## config.mk

```make
export PLATFORM = sky130hd
export DESIGN_NAME = bounded_feature_table_min_replace_unit
export DESIGN_NICKNAME = d
export VERILOG_FILES = /design/src/sv/bftmr_pkg.sv /design/src/sv/bftmr_ram.sv /design/src/sv/bftmr_seq.sv /design/src/sv/bounded_feature_table_min_replace_unit.sv
export SDC_FILE = /design/constraint.sdc
export NUM_CORES = 1
export LEC_CHECK = 0
export ABC_CLOCK_PERIOD_IN_PS = 6200
export BUFFER_PORTS_ARGS = -buffer_cell sky130_fd_sc_hd__buf_2
export CAP_MARGIN = 15
export CORE_MARGIN = 1
export CORE_UTILIZATION = 24
export CTS_CLUSTER_SIZE = 20
export DETAILED_ROUTE_END_ITERATION = 12
export RECOVER_POWER = 100
export SKIP_LAST_GASP = 1
export SYNTH_ARGS = -nofsm -noshare
export SYNTH_HDL_FRONTEND = slang
export SYNTH_SLANG_ARGS = --single-unit
```

## constraint.sdc

```tcl
create_clock -name clk -period 6.2 [get_ports clk]
set_clock_uncertainty 0.05 [all_clocks]
set_input_delay 0.62 -clock clk [delete_from_list [all_inputs] [get_ports clk]]
set_output_delay 0.62 -clock clk [all_outputs]
set_load 0.02 [all_outputs]
```

## src/sv/bftmr_pkg.sv

```systemverilog
`timescale 1ns / 1ps
`default_nettype none

package bftmr_pkg;

  localparam int TABLE_DEPTH = 16;
  localparam int IDX_W       = $clog2(TABLE_DEPTH);
  localparam int CNT_W       = $clog2(TABLE_DEPTH + 1);

  localparam int COORD_W    = 16;
  localparam int AGE_W      = 8;
  localparam int AGE_KEEP_W = 4;
  localparam int STRENGTH_W = 32;
  localparam int CAP_W      = 5;
  localparam int SLOT_W     = 4;
  localparam int OCC_W      = 5;
  localparam int ENTRY_W    = 2 * COORD_W + AGE_KEEP_W + STRENGTH_W;

  localparam logic [AGE_W-1:0] AGE_LIMIT     = AGE_W'(10);
  localparam logic [CAP_W-1:0] CAP_RESET     = CAP_W'(16);
  localparam logic [CAP_W-1:0] CAP_MAX       = CAP_W'(TABLE_DEPTH);

  typedef enum logic [1:0] {
    ACT_APPEND  = 2'd0,
    ACT_REPLACE = 2'd1,
    ACT_OLD     = 2'd2,
    ACT_OFF     = 2'd3
  } action_t;

  // micro-operations driving the datapath
  typedef enum logic [2:0] {
    OP_ACCEPT,
    OP_DISPATCH,
    OP_SCAN,
    OP_DRAIN,
    OP_WRITE,
    OP_EMIT
  } op_t;

  // conditions that hold the step counter where it is
  typedef enum logic [1:0] {
    H_NONE,
    H_NO_ITEM,
    H_SCAN_MORE,
    H_OUT_BUSY
  } hold_t;

  typedef enum logic [1:0] {
    J_NEVER,
    J_ALWAYS,
    J_NOT_REPLACE
  } jump_t;

  localparam int STEP_W = 3;
  typedef logic [STEP_W-1:0] step_t;

  localparam step_t STEP_ACCEPT   = 3'd0;
  localparam step_t STEP_DISPATCH = 3'd1;
  localparam step_t STEP_SCAN     = 3'd2;
  localparam step_t STEP_DRAIN    = 3'd3;
  localparam step_t STEP_WRITE    = 3'd4;
  localparam step_t STEP_EMIT     = 3'd5;

  typedef struct packed {
    op_t   op;
    hold_t hold;
    jump_t jump;
    step_t target;
  } ctrl_word_t;

  typedef struct packed {
    logic no_item;
    logic scan_more;
    logic out_busy;
    logic replace;
  } seq_status_t;

  // microprogram store
  function automatic ctrl_word_t program_rom(input step_t step);
    ctrl_word_t w;
    begin
      case (step)
        STEP_ACCEPT:   w = '{OP_ACCEPT,   H_NO_ITEM,   J_NEVER,       STEP_ACCEPT};
        STEP_DISPATCH: w = '{OP_DISPATCH, H_NONE,      J_NOT_REPLACE, STEP_WRITE};
        STEP_SCAN:     w = '{OP_SCAN,     H_SCAN_MORE, J_NEVER,       STEP_SCAN};
        STEP_DRAIN:    w = '{OP_DRAIN,    H_NONE,      J_NEVER,       STEP_DRAIN};
        STEP_WRITE:    w = '{OP_WRITE,    H_NONE,      J_NEVER,       STEP_WRITE};
        STEP_EMIT:     w = '{OP_EMIT,     H_OUT_BUSY,  J_ALWAYS,      STEP_ACCEPT};
        default:       w = '{OP_ACCEPT,   H_NONE,      J_ALWAYS,      STEP_ACCEPT};
      endcase
      return w;
    end
  endfunction

endpackage

`default_nettype wire

```

## src/sv/bftmr_ram.sv

```systemverilog
`timescale 1ns / 1ps
`default_nettype none

module bftmr_ram #(
  parameter int WIDTH = 8,
  parameter int DEPTH = 16
) (
  input  wire logic                     clk,
  input  wire logic                     we,
  input  wire logic [$clog2(DEPTH)-1:0] waddr,
  input  wire logic [WIDTH-1:0]         wdata,
  input  wire logic                     re,
  input  wire logic [$clog2(DEPTH)-1:0] raddr,
  output logic      [WIDTH-1:0]         rdata
);

  logic [WIDTH-1:0] mem [DEPTH];

  always_ff @(posedge clk) begin
    if (we) begin
      mem[waddr] <= wdata;
    end
    if (re) begin
      rdata <= mem[raddr];
    end
  end

endmodule

`default_nettype wire

```

## src/sv/bftmr_seq.sv

```systemverilog
`timescale 1ns / 1ps
`default_nettype none

module bftmr_seq (
  input  wire logic                    clk,
  input  wire logic                    rst_n,
  input  wire bftmr_pkg::seq_status_t  status,
  output bftmr_pkg::ctrl_word_t        ctrl
);

  bftmr_pkg::step_t step_r;
  bftmr_pkg::step_t step_nxt;
  logic             hold;
  logic             jump;

  always_comb begin
    ctrl = bftmr_pkg::program_rom(step_r);
  end

  always_comb begin
    case (ctrl.hold)
      bftmr_pkg::H_NO_ITEM:   hold = status.no_item;
      bftmr_pkg::H_SCAN_MORE: hold = status.scan_more;
      bftmr_pkg::H_OUT_BUSY:  hold = status.out_busy;
      default:                hold = 1'b0;
    endcase
    case (ctrl.jump)
      bftmr_pkg::J_ALWAYS:      jump = 1'b1;
      bftmr_pkg::J_NOT_REPLACE: jump = !status.replace;
      default:                  jump = 1'b0;
    endcase
    if (hold) begin
      step_nxt = step_r;
    end else if (jump) begin
      step_nxt = ctrl.target;
    end else begin
      step_nxt = step_r + bftmr_pkg::step_t'(1);
    end
  end

  always_ff @(posedge clk) begin
    if (!rst_n) begin
      step_r <= bftmr_pkg::STEP_ACCEPT;
    end else begin
      step_r <= step_nxt;
    end
  end

endmodule

`default_nettype wire

```

## src/sv/bounded_feature_table_min_replace_unit.sv

```systemverilog
`timescale 1ns / 1ps
`default_nettype none
// steps: append or drop passes through the accept, dispatch, write and emit steps; replace also
//   runs the scan and drain steps between dispatch and write, scanning up to 16 filled entries
// throughput: a new transaction is taken only in the accept step, after the last one is emitted;
//   the weakest-entry scan reads one stored strength per cycle; result stalls hold the emit step
// reset: synchronous active-low rst_n clears the step counter, fill count and output valid,
//   and sets capacity to 16; entry contents are not cleared and are only read once written

module bounded_feature_table_min_replace_unit (
  input  wire logic                                   clk,
  input  wire logic                                   rst_n,
  // configuration channel
  input  wire logic                                   cfg_valid,
  output logic                                        cfg_ready,
  input  wire logic [bftmr_pkg::CAP_W-1:0]            cfg_data,
  // input channel
  input  wire logic                                   in_valid,
  output logic                                        in_stall,
  input  wire logic [bftmr_pkg::COORD_W-1:0]          in_x_coord,
  input  wire logic [bftmr_pkg::COORD_W-1:0]          in_y_coord,
  input  wire logic [bftmr_pkg::AGE_W-1:0]            in_feature_age,
  input  wire logic signed [bftmr_pkg::STRENGTH_W-1:0] in_feature_strength,
  // result channel
  output logic                                        out_valid,
  input  wire logic                                   out_stall,
  output logic [1:0]                                  out_action,
  output logic [bftmr_pkg::SLOT_W-1:0]                out_slot_index,
  output logic [bftmr_pkg::OCC_W-1:0]                 out_occupancy
);

  localparam int IDX_W = bftmr_pkg::IDX_W;
  localparam int CNT_W = bftmr_pkg::CNT_W;
  localparam int SW    = bftmr_pkg::STRENGTH_W;

  bftmr_pkg::ctrl_word_t  ctrl;
  bftmr_pkg::seq_status_t status;

  // configuration register
  logic [bftmr_pkg::CAP_W-1:0] capacity_r;

  // item held for the current transaction
  logic [bftmr_pkg::COORD_W-1:0]    x_r;
  logic [bftmr_pkg::COORD_W-1:0]    y_r;
  logic [bftmr_pkg::AGE_KEEP_W-1:0] age_r;
  logic [SW-1:0]                    strength_r;
  bftmr_pkg::action_t               kind_r;
  bftmr_pkg::action_t               kind_nxt;
  logic [IDX_W-1:0]                 slot_r;

  // table occupancy
  logic [CNT_W-1:0] fill_count_r;

  // scan state
  logic [IDX_W-1:0]     scan_idx_r;
  logic [IDX_W-1:0]     last_idx;
  logic                 cmp_vld_r;
  logic [IDX_W-1:0]     cmp_idx_r;
  logic signed [SW-1:0] best_r;
  logic [IDX_W-1:0]     best_idx_r;

  // entry ram
  logic                               ram_we;
  logic [IDX_W-1:0]                   ram_waddr;
  logic [bftmr_pkg::ENTRY_W-1:0]      ram_wdata;
  logic                               ram_re;
  logic [bftmr_pkg::ENTRY_W-1:0]      ram_rdata;
  logic signed [SW-1:0]               rd_strength;

  // output register
  logic                         out_valid_r;
  logic [1:0]                   out_action_r;
  logic [bftmr_pkg::SLOT_W-1:0] out_slot_r;
  logic [bftmr_pkg::OCC_W-1:0]  out_occ_r;

  logic in_take;
  logic out_busy;
  logic [bftmr_pkg::CAP_W-1:0] limit;

  // ---------------------------------------------------------------------------------------------
  // sequencer
  // ---------------------------------------------------------------------------------------------
  bftmr_seq u_seq (
    .clk    (clk),
    .rst_n  (rst_n),
    .status (status),
    .ctrl   (ctrl)
  );

  assign out_busy  = out_valid_r && out_stall;
  assign last_idx  = IDX_W'(fill_count_r - CNT_W'(1));

  always_comb begin
    status.no_item   = !in_valid;
    status.scan_more = (scan_idx_r != last_idx);
    status.out_busy  = out_busy;
    status.replace   = (kind_r == bftmr_pkg::ACT_REPLACE);
  end

  // ---------------------------------------------------------------------------------------------
  // handshakes
  // ---------------------------------------------------------------------------------------------
  // input only taken in the accept step and out of reset
  assign in_stall  = !rst_n || (ctrl.op != bftmr_pkg::OP_ACCEPT);
  assign in_take   = in_valid && !in_stall;
  // capacity only taken between items, with nothing offered on the input
  assign cfg_ready = rst_n && (ctrl.op == bftmr_pkg::OP_ACCEPT) && !in_valid;

  always_ff @(posedge clk) begin
    if (!rst_n) begin
      capacity_r <= bftmr_pkg::CAP_RESET;
    end else if (cfg_valid && cfg_ready) begin
      capacity_r <= cfg_data;
    end
  end

  // ---------------------------------------------------------------------------------------------
  // classify the incoming feature
  // ---------------------------------------------------------------------------------------------
  // capacity above the table depth saturates at the depth
  assign limit = (capacity_r > bftmr_pkg::CAP_MAX) ? bftmr_pkg::CAP_MAX : capacity_r;

  always_comb begin
    if (capacity_r == '0) begin
      kind_nxt = bftmr_pkg::ACT_OFF;            // zero capacity wins over age
    end else if (in_feature_age >= bftmr_pkg::AGE_LIMIT) begin
      kind_nxt = bftmr_pkg::ACT_OLD;
    end else if (bftmr_pkg::CAP_W'(fill_count_r) < limit) begin
      kind_nxt = bftmr_pkg::ACT_APPEND;
    end else begin
      kind_nxt = bftmr_pkg::ACT_REPLACE;        // full, or capacity lowered below fill
    end
  end

  always_ff @(posedge clk) begin
    if (in_take) begin
      x_r        <= in_x_coord;
      y_r        <= in_y_coord;
      age_r      <= in_feature_age[bftmr_pkg::AGE_KEEP_W-1:0];
      strength_r <= in_feature_strength;
      kind_r     <= kind_nxt;
    end
  end

  // ---------------------------------------------------------------------------------------------
  // weakest-entry scan: one ram read per cycle, each compared in the cycle after its read, not later
  // ---------------------------------------------------------------------------------------------
  assign ram_re      = (ctrl.op == bftmr_pkg::OP_SCAN);
  assign rd_strength = ram_rdata[SW-1:0];

  always_ff @(posedge clk) begin
    if (!rst_n) begin
      cmp_vld_r <= 1'b0;
    end else begin
      cmp_vld_r <= ram_re;
    end
  end

  always_ff @(posedge clk) begin
    if (ctrl.op == bftmr_pkg::OP_DISPATCH) begin
      scan_idx_r <= '0;
    end else if (ram_re) begin
      scan_idx_r <= scan_idx_r + IDX_W'(1);
    end
    if (ram_re) begin
      cmp_idx_r <= scan_idx_r;
    end
    // strict less-than keeps the first minimum on a tie
    if (cmp_vld_r && ((cmp_idx_r == '0) || (rd_strength < best_r))) begin
      best_r     <= rd_strength;
      best_idx_r <= cmp_idx_r;
    end
  end

  // ---------------------------------------------------------------------------------------------
  // entry write and fill count
  // ---------------------------------------------------------------------------------------------
  always_comb begin
    ram_we    = 1'b0;
    ram_waddr = best_idx_r;
    if (ctrl.op == bftmr_pkg::OP_WRITE) begin
      case (kind_r)
        bftmr_pkg::ACT_APPEND: begin
          ram_we    = 1'b1;
          ram_waddr = fill_count_r[IDX_W-1:0];
        end
        bftmr_pkg::ACT_REPLACE: begin
          ram_we    = 1'b1;
          ram_waddr = best_idx_r;
        end
        default: begin
          ram_we    = 1'b0;
        end
      endcase
    end
  end

  assign ram_wdata = {x_r, y_r, age_r, strength_r};

  bftmr_ram #(
    .WIDTH (bftmr_pkg::ENTRY_W),
    .DEPTH (bftmr_pkg::TABLE_DEPTH)
  ) u_entries (
    .clk   (clk),
    .we    (ram_we),
    .waddr (ram_waddr),
    .wdata (ram_wdata),
    .re    (ram_re),
    .raddr (scan_idx_r),
    .rdata (ram_rdata)
  );

  always_ff @(posedge clk) begin
    if (!rst_n) begin
      fill_count_r <= '0;
    end else if (ram_we && (kind_r == bftmr_pkg::ACT_APPEND)) begin
      fill_count_r <= fill_count_r + CNT_W'(1);
    end
  end

  // slot reported: zero for drops, the written entry otherwise
  always_ff @(posedge clk) begin
    if (in_take) begin
      slot_r <= '0;
    end else if (ram_we) begin
      slot_r <= ram_waddr;
    end
  end

  // ---------------------------------------------------------------------------------------------
  // result register
  // ---------------------------------------------------------------------------------------------
  always_ff @(posedge clk) begin
    if (!rst_n) begin
      out_valid_r <= 1'b0;
    end else if ((ctrl.op == bftmr_pkg::OP_EMIT) && !out_busy) begin
      out_valid_r <= 1'b1;
    end else if (out_valid_r && !out_stall) begin
      out_valid_r <= 1'b0;
    end
  end

  always_ff @(posedge clk) begin
    if ((ctrl.op == bftmr_pkg::OP_EMIT) && !out_busy) begin
      out_action_r <= kind_r;
      out_slot_r   <= bftmr_pkg::SLOT_W'(slot_r);
      out_occ_r    <= bftmr_pkg::OCC_W'(fill_count_r);
    end
  end

  assign out_valid      = out_valid_r;
  assign out_action     = out_action_r;
  assign out_slot_index = out_slot_r;
  assign out_occupancy  = out_occ_r;

  // ---------------------------------------------------------------------------------------------
  // assertions
  // ---------------------------------------------------------------------------------------------
  // the table never holds more entries than it has
  a_fill_bound : assert property (@(posedge clk) disable iff (!rst_n)
    fill_count_r <= CNT_W'(bftmr_pkg::TABLE_DEPTH))
    else $error("fill count above table depth");

  // the fill count only ever steps up by one
  a_fill_step : assert property (@(posedge clk) disable iff (!rst_n)
    ($past(rst_n) && !$stable(fill_count_r)) |->
      (fill_count_r == $past(fill_count_r) + CNT_W'(1)))
    else $error("fill count changed by other than one");

  // the scan only compares entries that have been written
  a_scan_filled : assert property (@(posedge clk) disable iff (!rst_n)
    cmp_vld_r |-> (CNT_W'(cmp_idx_r) < fill_count_r))
    else $error("scan read an unfilled entry");

  // a replace always writes the entry the scan picked
  a_replace_slot : assert property (@(posedge clk) disable iff (!rst_n)
    (ram_we && (kind_r == bftmr_pkg::ACT_REPLACE)) |-> (ram_waddr == best_idx_r))
    else $error("replace wrote other than the weakest entry");

endmodule

`default_nettype wire
```

==> results_dict.tcl, run 1 <==
set metrics [dict create \
    outcome "finished, violations left" \
    violations "capacitance limit, slew limit" \
    dp_cells 2566 \
    synth_cells 1145 \
    drtAntennaViolNets 0 \
    std_cell_rows 118 \
    cap_violations 7 \
    root_buffer "clkbuf_16" \
    die_w_microns 325 \
    critPathKind "flip-flop to flip-flop" \
    crit_fanout 25 \
    synthArstFlopShare_pct 0 \
    ir_drop_mv 0.235 \
    r2r_cells 8 \
    cts_tree "done" \
    setup_violations 0 \
    whs_endpoint "strength_r[5]" \
    clkTransAtPathRegs_ns 0.06 \
    dp_hpwl_mm 28.2 \
    ctsHoldBuffers 0 \
    die_area_sq_um 106000 \
    drt_first_pass_iters 5 \
    wirelength_mm 52.1 \
    synth_edf_count 629 \
    first_global_vias 11745 \
    final_layout_size_suffix_gt1_share_pct 25.1 \
    whs_path_depth 1 \
    num_antenna_cells 0 \
    maxSlewViolCount 249 \
    post-cts-setup-buffers 0 \
    finalHoldViolations 0 \
    synth_nets 1270 \
    ff2ff_setup_slack_ns 1.47 \
    fin_total_pwr_mw 10.6 \
    fin_cells 2686 \
    drc 0 \
    antenna_found_initial 0 \
    crit_arrival_ns 4.89 \
    period_share_pct 76.3 \
    htreeDepth 3 \
    finalNetCount 1379 \
    cts_buffer_depth 3 \
    critPathRequiredTime_ns 6.36 \
    insertion_delay_ns 0.61 \
    p_per_area_nw_per_um2 363 \
    place.gp.congestion 0.757 \
    wl_per_cell_microns 19.4 \
    dieHeight_microns 325 \
    syn_avg_cell_area_sq_um 21.9 \
    start_util_pct 24.2 \
    syn-cell-area_sq_um 25100 \
    period_minus_slack_ns 4.73 \
    num_vias 11285 \
    finalSetupTns_ns 0 \
    rsz0062_at_grt "no" \
    seq_area_frac_synth_pct 77.1 \
    overflow 0 \
    whs_ns 0.134 \
    synth-seq-cells 652 \
    worstReg2RegEnd "u_entries.mem[6][31]" \
    worst_pin_slew_ns 3.27 \
    cts_sinks 652 \
    slew_headroom_pct -118 \
    synth_warnings 0 \
    timing.rr.start "u_seq.step_r[1]" \
    endpoint_kind "flip-flop" \
    via_per_inst 4.20 \
    synth_flop_cell "edfxtp_1" \
    grt_pass1_wl_mm 77.0 \
    hold_path.class "input pin to flip-flop" \
    worstHoldStart "in_feature_strength[5]" \
    cts_buffers 66 \
    cts_resized 0 \
    startpoint_type "flip-flop" \
    area_delta_synth_final_pct 16.3 \
    core_sq_um 104000 \
    clock.fmax_mhz 211 \
    grt_start_max_net_pins 85 \
    portBuffers 62 \
    synth_cell_types 52 \
    first_iter_violations 852 \
    grtUsageTotal_pct 9.76 \
    leakage_nw 8.84 \
    pin_count 96 \
]
[cell type report]
type / count / area [sq um]
timing repair buffer: 89 / 459
inverter: 42 / 158
multi-input combinational: 403 / 5440
fill: 10168 / 74400
clock inverter: 35 / 307
sequential: 652 / 19400
tap: 1380 / 1730
clock buffer: 85 / 1770
[power by group]
group	leakage (nW)	switching (mW)	internal [mW]
Clock	1.01	1.67	2.13
Combinational	1.98	0.631	0.767
Sequential	5.85	0.279	5.11
Total	8.84	2.58	8.01
[cells in the mapped netlist, drive strengths merged, types with 5 or more instances]
library cell / instances / area (sq um)
edfxtp: 629 / 18900
mux4: 160 / 3600
ha: 43 / 538
inv: 41 / 154
nand2: 33 / 124
nor2: 32 / 120
buf: 30 / 198
dfxtp: 23 / 460
clkbuf: 18 / 67.6
a21oi: 15 / 75.1
o21ai: 15 / 75.1
mux2i: 11 / 110
xnor2: 9 / 78.8
and2: 8 / 50.1
nand3: 7 / 35.0
nand4: 6 / 37.5
nor2b: 6 / 37.5
nor3: 6 / 40.0
a31oi: 5 / 31.3
nand2b: 5 / 31.3
nor3b: 5 / 37.5
[cells by family after synthesis]
group	synth area share, %
AO/OA/AOI/OAI	1.57
XOR/XNOR	0.419
adder cells (fa/ha/maj)	2.14
flip-flops	77.1
multiplexers	14.8
AND/OR/NAND/NOR	2.29
buffers and inverters	1.68
[flip-flops by register name, summed over array words and instances (netlist names), 2 cells and up]
name and flops:
fill_count_r 5, scan_idx_r 4, out_action 2, u_seq.step_r 3, out_slot_index 4, slot_r 4
best_r 32, capacity_r 5, u_entries.rdata 32, cmp_idx_r 4, strength_r 32, kind_r 2
best_idx_r 4, u_entries.mem 512, out_occupancy 5
[routing by layer]
metal	part of all wire (%)	wire [microns]	track usage, %	vias up
met5	0	0	0	-
met4	1.8	917	2.33	0
met3	5.0	2600	2.04	73
met2	47	24500	15.4	299
met1	46	24100	13.7	5957
li1	-	-	-	4956
[placed cells by master, fill, tap and decap left out, types with 14 or more instances in the layout]
| cell type | n |
|---|---|
| edfxtp_1 | 629 |
| mux4_2 | 160 |
| clkbuf_16 | 68 |
| clkbuf_1 | 48 |
| ha_1 | 43 |
| buf_2 | 42 |
| inv_1 | 41 |
| nand2_1 | 33 |
| dfxtp_1 | 22 |
| nor2_1 | 19 |
| a21oi_1 | 15 |
| o21ai_0 | 15 |
| clkinv_2 | 14 |
[per-stage QoR]
| step | utilization, % | worst slack, ns | instance area (sq um) |
|---|---|---|---|
| 3_5_place_dp | 26.3 | 2.43 | 27300 |
| 4_1_cts | 28.3 | 2.40 | 29300 |
| 6_report | 28.2 | 1.47 | 29200 |
| 5_1_grt | 28.2 | 1.11 | 29200 |
| 2_1_floorplan | - | 2.68 | 25100 |
| 3_3_place_gp | 26.3 | 2.59 | 27200 |
[worst max-delay path, cell delays in order (launching register included)]
cell and delay (ns):
dfxtp_1 0.36, inv_1 0.14, ha_1 0.38, o21ai_0 0.25, nor4_2 0.25, clkbuf_1 0.50
a31oi_1 0.45, nor2_1 0.93, clkbuf_2 0.99
[worst max path at each step]
stage	slack [ns]	to	startpoint
after CTS	2.40	u_entries.mem[15][6]	u_seq.step_r[1]
after detailed placement	2.43	u_entries.mem[15][0]	u_seq.step_r[1]
after global routing	1.11	u_entries.mem[3][25]	u_seq.step_r[1]
final	1.47	u_entries.mem[6][31]	u_seq.step_r[1]
after global placement	2.59	u_entries.mem[15][0]	u_seq.step_r[1]
after floorplan	2.68	kind_r[0]	u_seq.step_r[1]
Note: power is estimated with default switching activity, not from simulation.
==> run 2: changes to the inputs <==
--- a/config.mk
+++ b/config.mk
@@ -5,7 +5,7 @@
 export SDC_FILE = /design/constraint.sdc
 export NUM_CORES = 1
 export LEC_CHECK = 0
-export ABC_CLOCK_PERIOD_IN_PS = 6200
+export ABC_CLOCK_PERIOD_IN_PS = 4000
 export BUFFER_PORTS_ARGS = -buffer_cell sky130_fd_sc_hd__buf_2
 export CAP_MARGIN = 15
 export CORE_MARGIN = 1
==> constraint.sdc (replaced) <==
create_clock -name clk -period 4 [get_ports clk]
set_clock_uncertainty 0.05 [all_clocks]
set_input_delay 0.4 -clock clk [delete_from_list [all_inputs] [get_ports clk]]
set_output_delay 0.4 -clock clk [all_outputs]
set_load 0.02 [all_outputs]
==> results_dict.tcl, run 2 (synthesis gave the netlist of run 1 again) <==
set metrics [dict create \
    outcome "finished, violations left" \
    violations "capacitance limit, slew limit" \
    timing.rr.start "u_seq.step_r[1]" \
    maxSlewViolCount 122 \
    wl_met2_mm 24.6 \
    first_global_vias 12163 \
    antenna_found_initial 0 \
    critPathMaxStageDelay_ns 0.67 \
    critPathKind "flip-flop to flip-flop" \
    core_sq_um 104000 \
    worst_pin_slew_ns 3.11 \
    layout_common_cells "629 x edfxtp_1, 160 x mux4_2, 71 x clkbuf_16" \
    clock.fmax_mhz 269 \
    fin_cells 2726 \
    drt_first_pass_iters 5 \
    grt_start_max_net_pins 45 \
    overflow 0 \
    period_minus_slack_ns 3.72 \
    hold_path.class "input pin to flip-flop" \
    crit_fanout 32 \
    die_w_microns 325 \
    first_iter_violations 800 \
    num_antenna_cells 0 \
    root_buffer "clkbuf_16" \
    largest_register_ffs 512 \
    place_ws_ns 0.167 \
    endpoint_kind "flip-flop" \
    finalSetupTns_ns 0 \
    finalNetCount 1420 \
    rsz0062_at_grt "no" \
    grtUsageTotal_pct 9.91 \
    wirelength_mm 52.5 \
    slowest_stage "nor4_2" \
    crit_family "buffers and inverters" \
    drc 0 \
    cts_buffer_depth 3 \
    std_cell_rows 118 \
    die_area_sq_um 106000 \
    fill_cells 10153 \
    drtAntennaViolNets 0 \
    dp_hpwl_mm 28.7 \
    post-cts-setup-buffers 0 \
    area_delta_synth_final_pct 18.4 \
    ir_drop_mv 0.293 \
    wl_met3_mm 2.92 \
    grt_pass1_wl_mm 78.3 \
    pin_count 96 \
    finalHoldViolations 0 \
    final_layout_size_suffix_gt1_share_pct 25.3 \
    r2r_cells 9 \
    fin_total_pwr_mw 16.6 \
    cap_violations 4 \
    wl_met1_mm 24.0 \
    worstReg2RegEnd "u_entries.mem[14][30]" \
    start_util_pct 24.2 \
    startpoint_type "flip-flop" \
    crit_arrival_ns 3.84 \
    ff2ff_setup_slack_ns 0.28 \
    portBuffers 62 \
    cp_cell_sequence "inv_1, ha_1, o21ai_1, nor4_2, clkbuf_1, nor3b_1, a31oi_2, nor2_4, clkbuf_4" \
    dp_cells 2572 \
    final_util_pct 28.7 \
    insertion_delay_ns 0.61 \
    worst-path-buf-inv 3 \
    place.gp.congestion 0.740 \
    dieHeight_microns 325 \
    whs_path_depth 3 \
    cts_sinks 652 \
    setup_ws_ns 0.284 \
    mostFrequentLayoutCell "edfxtp_1" \
    whs_endpoint "capacity_r[2]" \
    slew_headroom_pct -108 \
    setup_violations 0 \
    leakage_nw 9.05 \
    wl_per_cell_microns 19.2 \
    critPathRequiredTime_ns 4.12 \
    worstHoldStart "cfg_data[2]" \
    clkTransAtPathRegs_ns 0.06 \
    htreeDepth 3 \
    num_vias 11543 \
    p_per_area_nw_per_um2 558 \
    cts_buffers 69 \
    route.top_layer_used "met4" \
    via_per_inst 4.23 \
    period_share_pct 92.9 \
    cts_tree "done" \
    regMostFlops "u_entries.mem" \
]
-- run 2: cell types whose count changed in the layout (fill, tap and decap cells not counted), sizes merged --
cell	before	now
buf	53	55
clkbuf	121	124
clkinv	31	30
clkinvlp	1	2
dlygate4sd3	0	32
inv	43	46
-- run 2: worst max-delay path by stage --
stage                                        to             from  cells after the start  slack (ns)
after CTS                   u_entries.mem[6][6]  u_seq.step_r[1]                      9        0.15
after global routing      u_entries.mem[15][30]  u_seq.step_r[1]                      9        0.08
after detailed placement    u_entries.mem[6][7]  u_seq.step_r[1]                      9        0.17
after global placement    u_entries.mem[15][25]  u_seq.step_r[1]                      9        0.33
final                     u_entries.mem[14][30]  u_seq.step_r[1]                      9        0.28
after floorplan                       kind_r[0]  u_seq.step_r[1]                      6        0.48
-- run 2: routing by layer --
layer / vias to the layer above / global-route usage, %
met5: - / 0
met4: 0 / 2.62
met3: 69 / 2.34
met2: 292 / 15.6
met1: 6138 / 13.7
li1: 5044 / -
-- run 2: cell type report --
type / count / area [sq um] / area share, %
Sequential cell: 652 / 19400 / 65.1
Multi-Input combinational cell: 403 / 5460 / 18.4
Clock buffer: 84 / 1840 / 6.18
Tap cell: 1380 / 1730 / 5.81
Timing Repair Buffer: 127 / 903 / 3.04
Clock inverter: 38 / 292 / 0.981
Inverter: 42 / 158 / 0.530
-- run 2: timing repair --
action | in CTS | in global routing
hold buffers | 32 | 0
setup endpoints to repair | 0 | 69
endpoints found under the hold margin | 32 | 0
resized for setup | 0 | 2
-- run 2: where the power goes --
part | internal [mW] | switching (mW)
combinational | 1.22 | 1.06
clock | 3.42 | 2.60
sequential | 7.92 | 0.365
-- run 2: tightest hold or removal path, delay by kind of cell --
family,cells,cell delay (ns)
and+or+nand+nor,1,0.09
muxes,1,0.06
buffers and inverters,1,0.08
-- run 2: per-stage QoR --
step	hold slack [ns]	cell area, sq um
after floorplan	0.353	25100
after global placement	0.377	27400
after detailed placement	0.382	27400
after CTS	0.00501	29800
after global routing	0.0392	29700
final	0.0409	29700
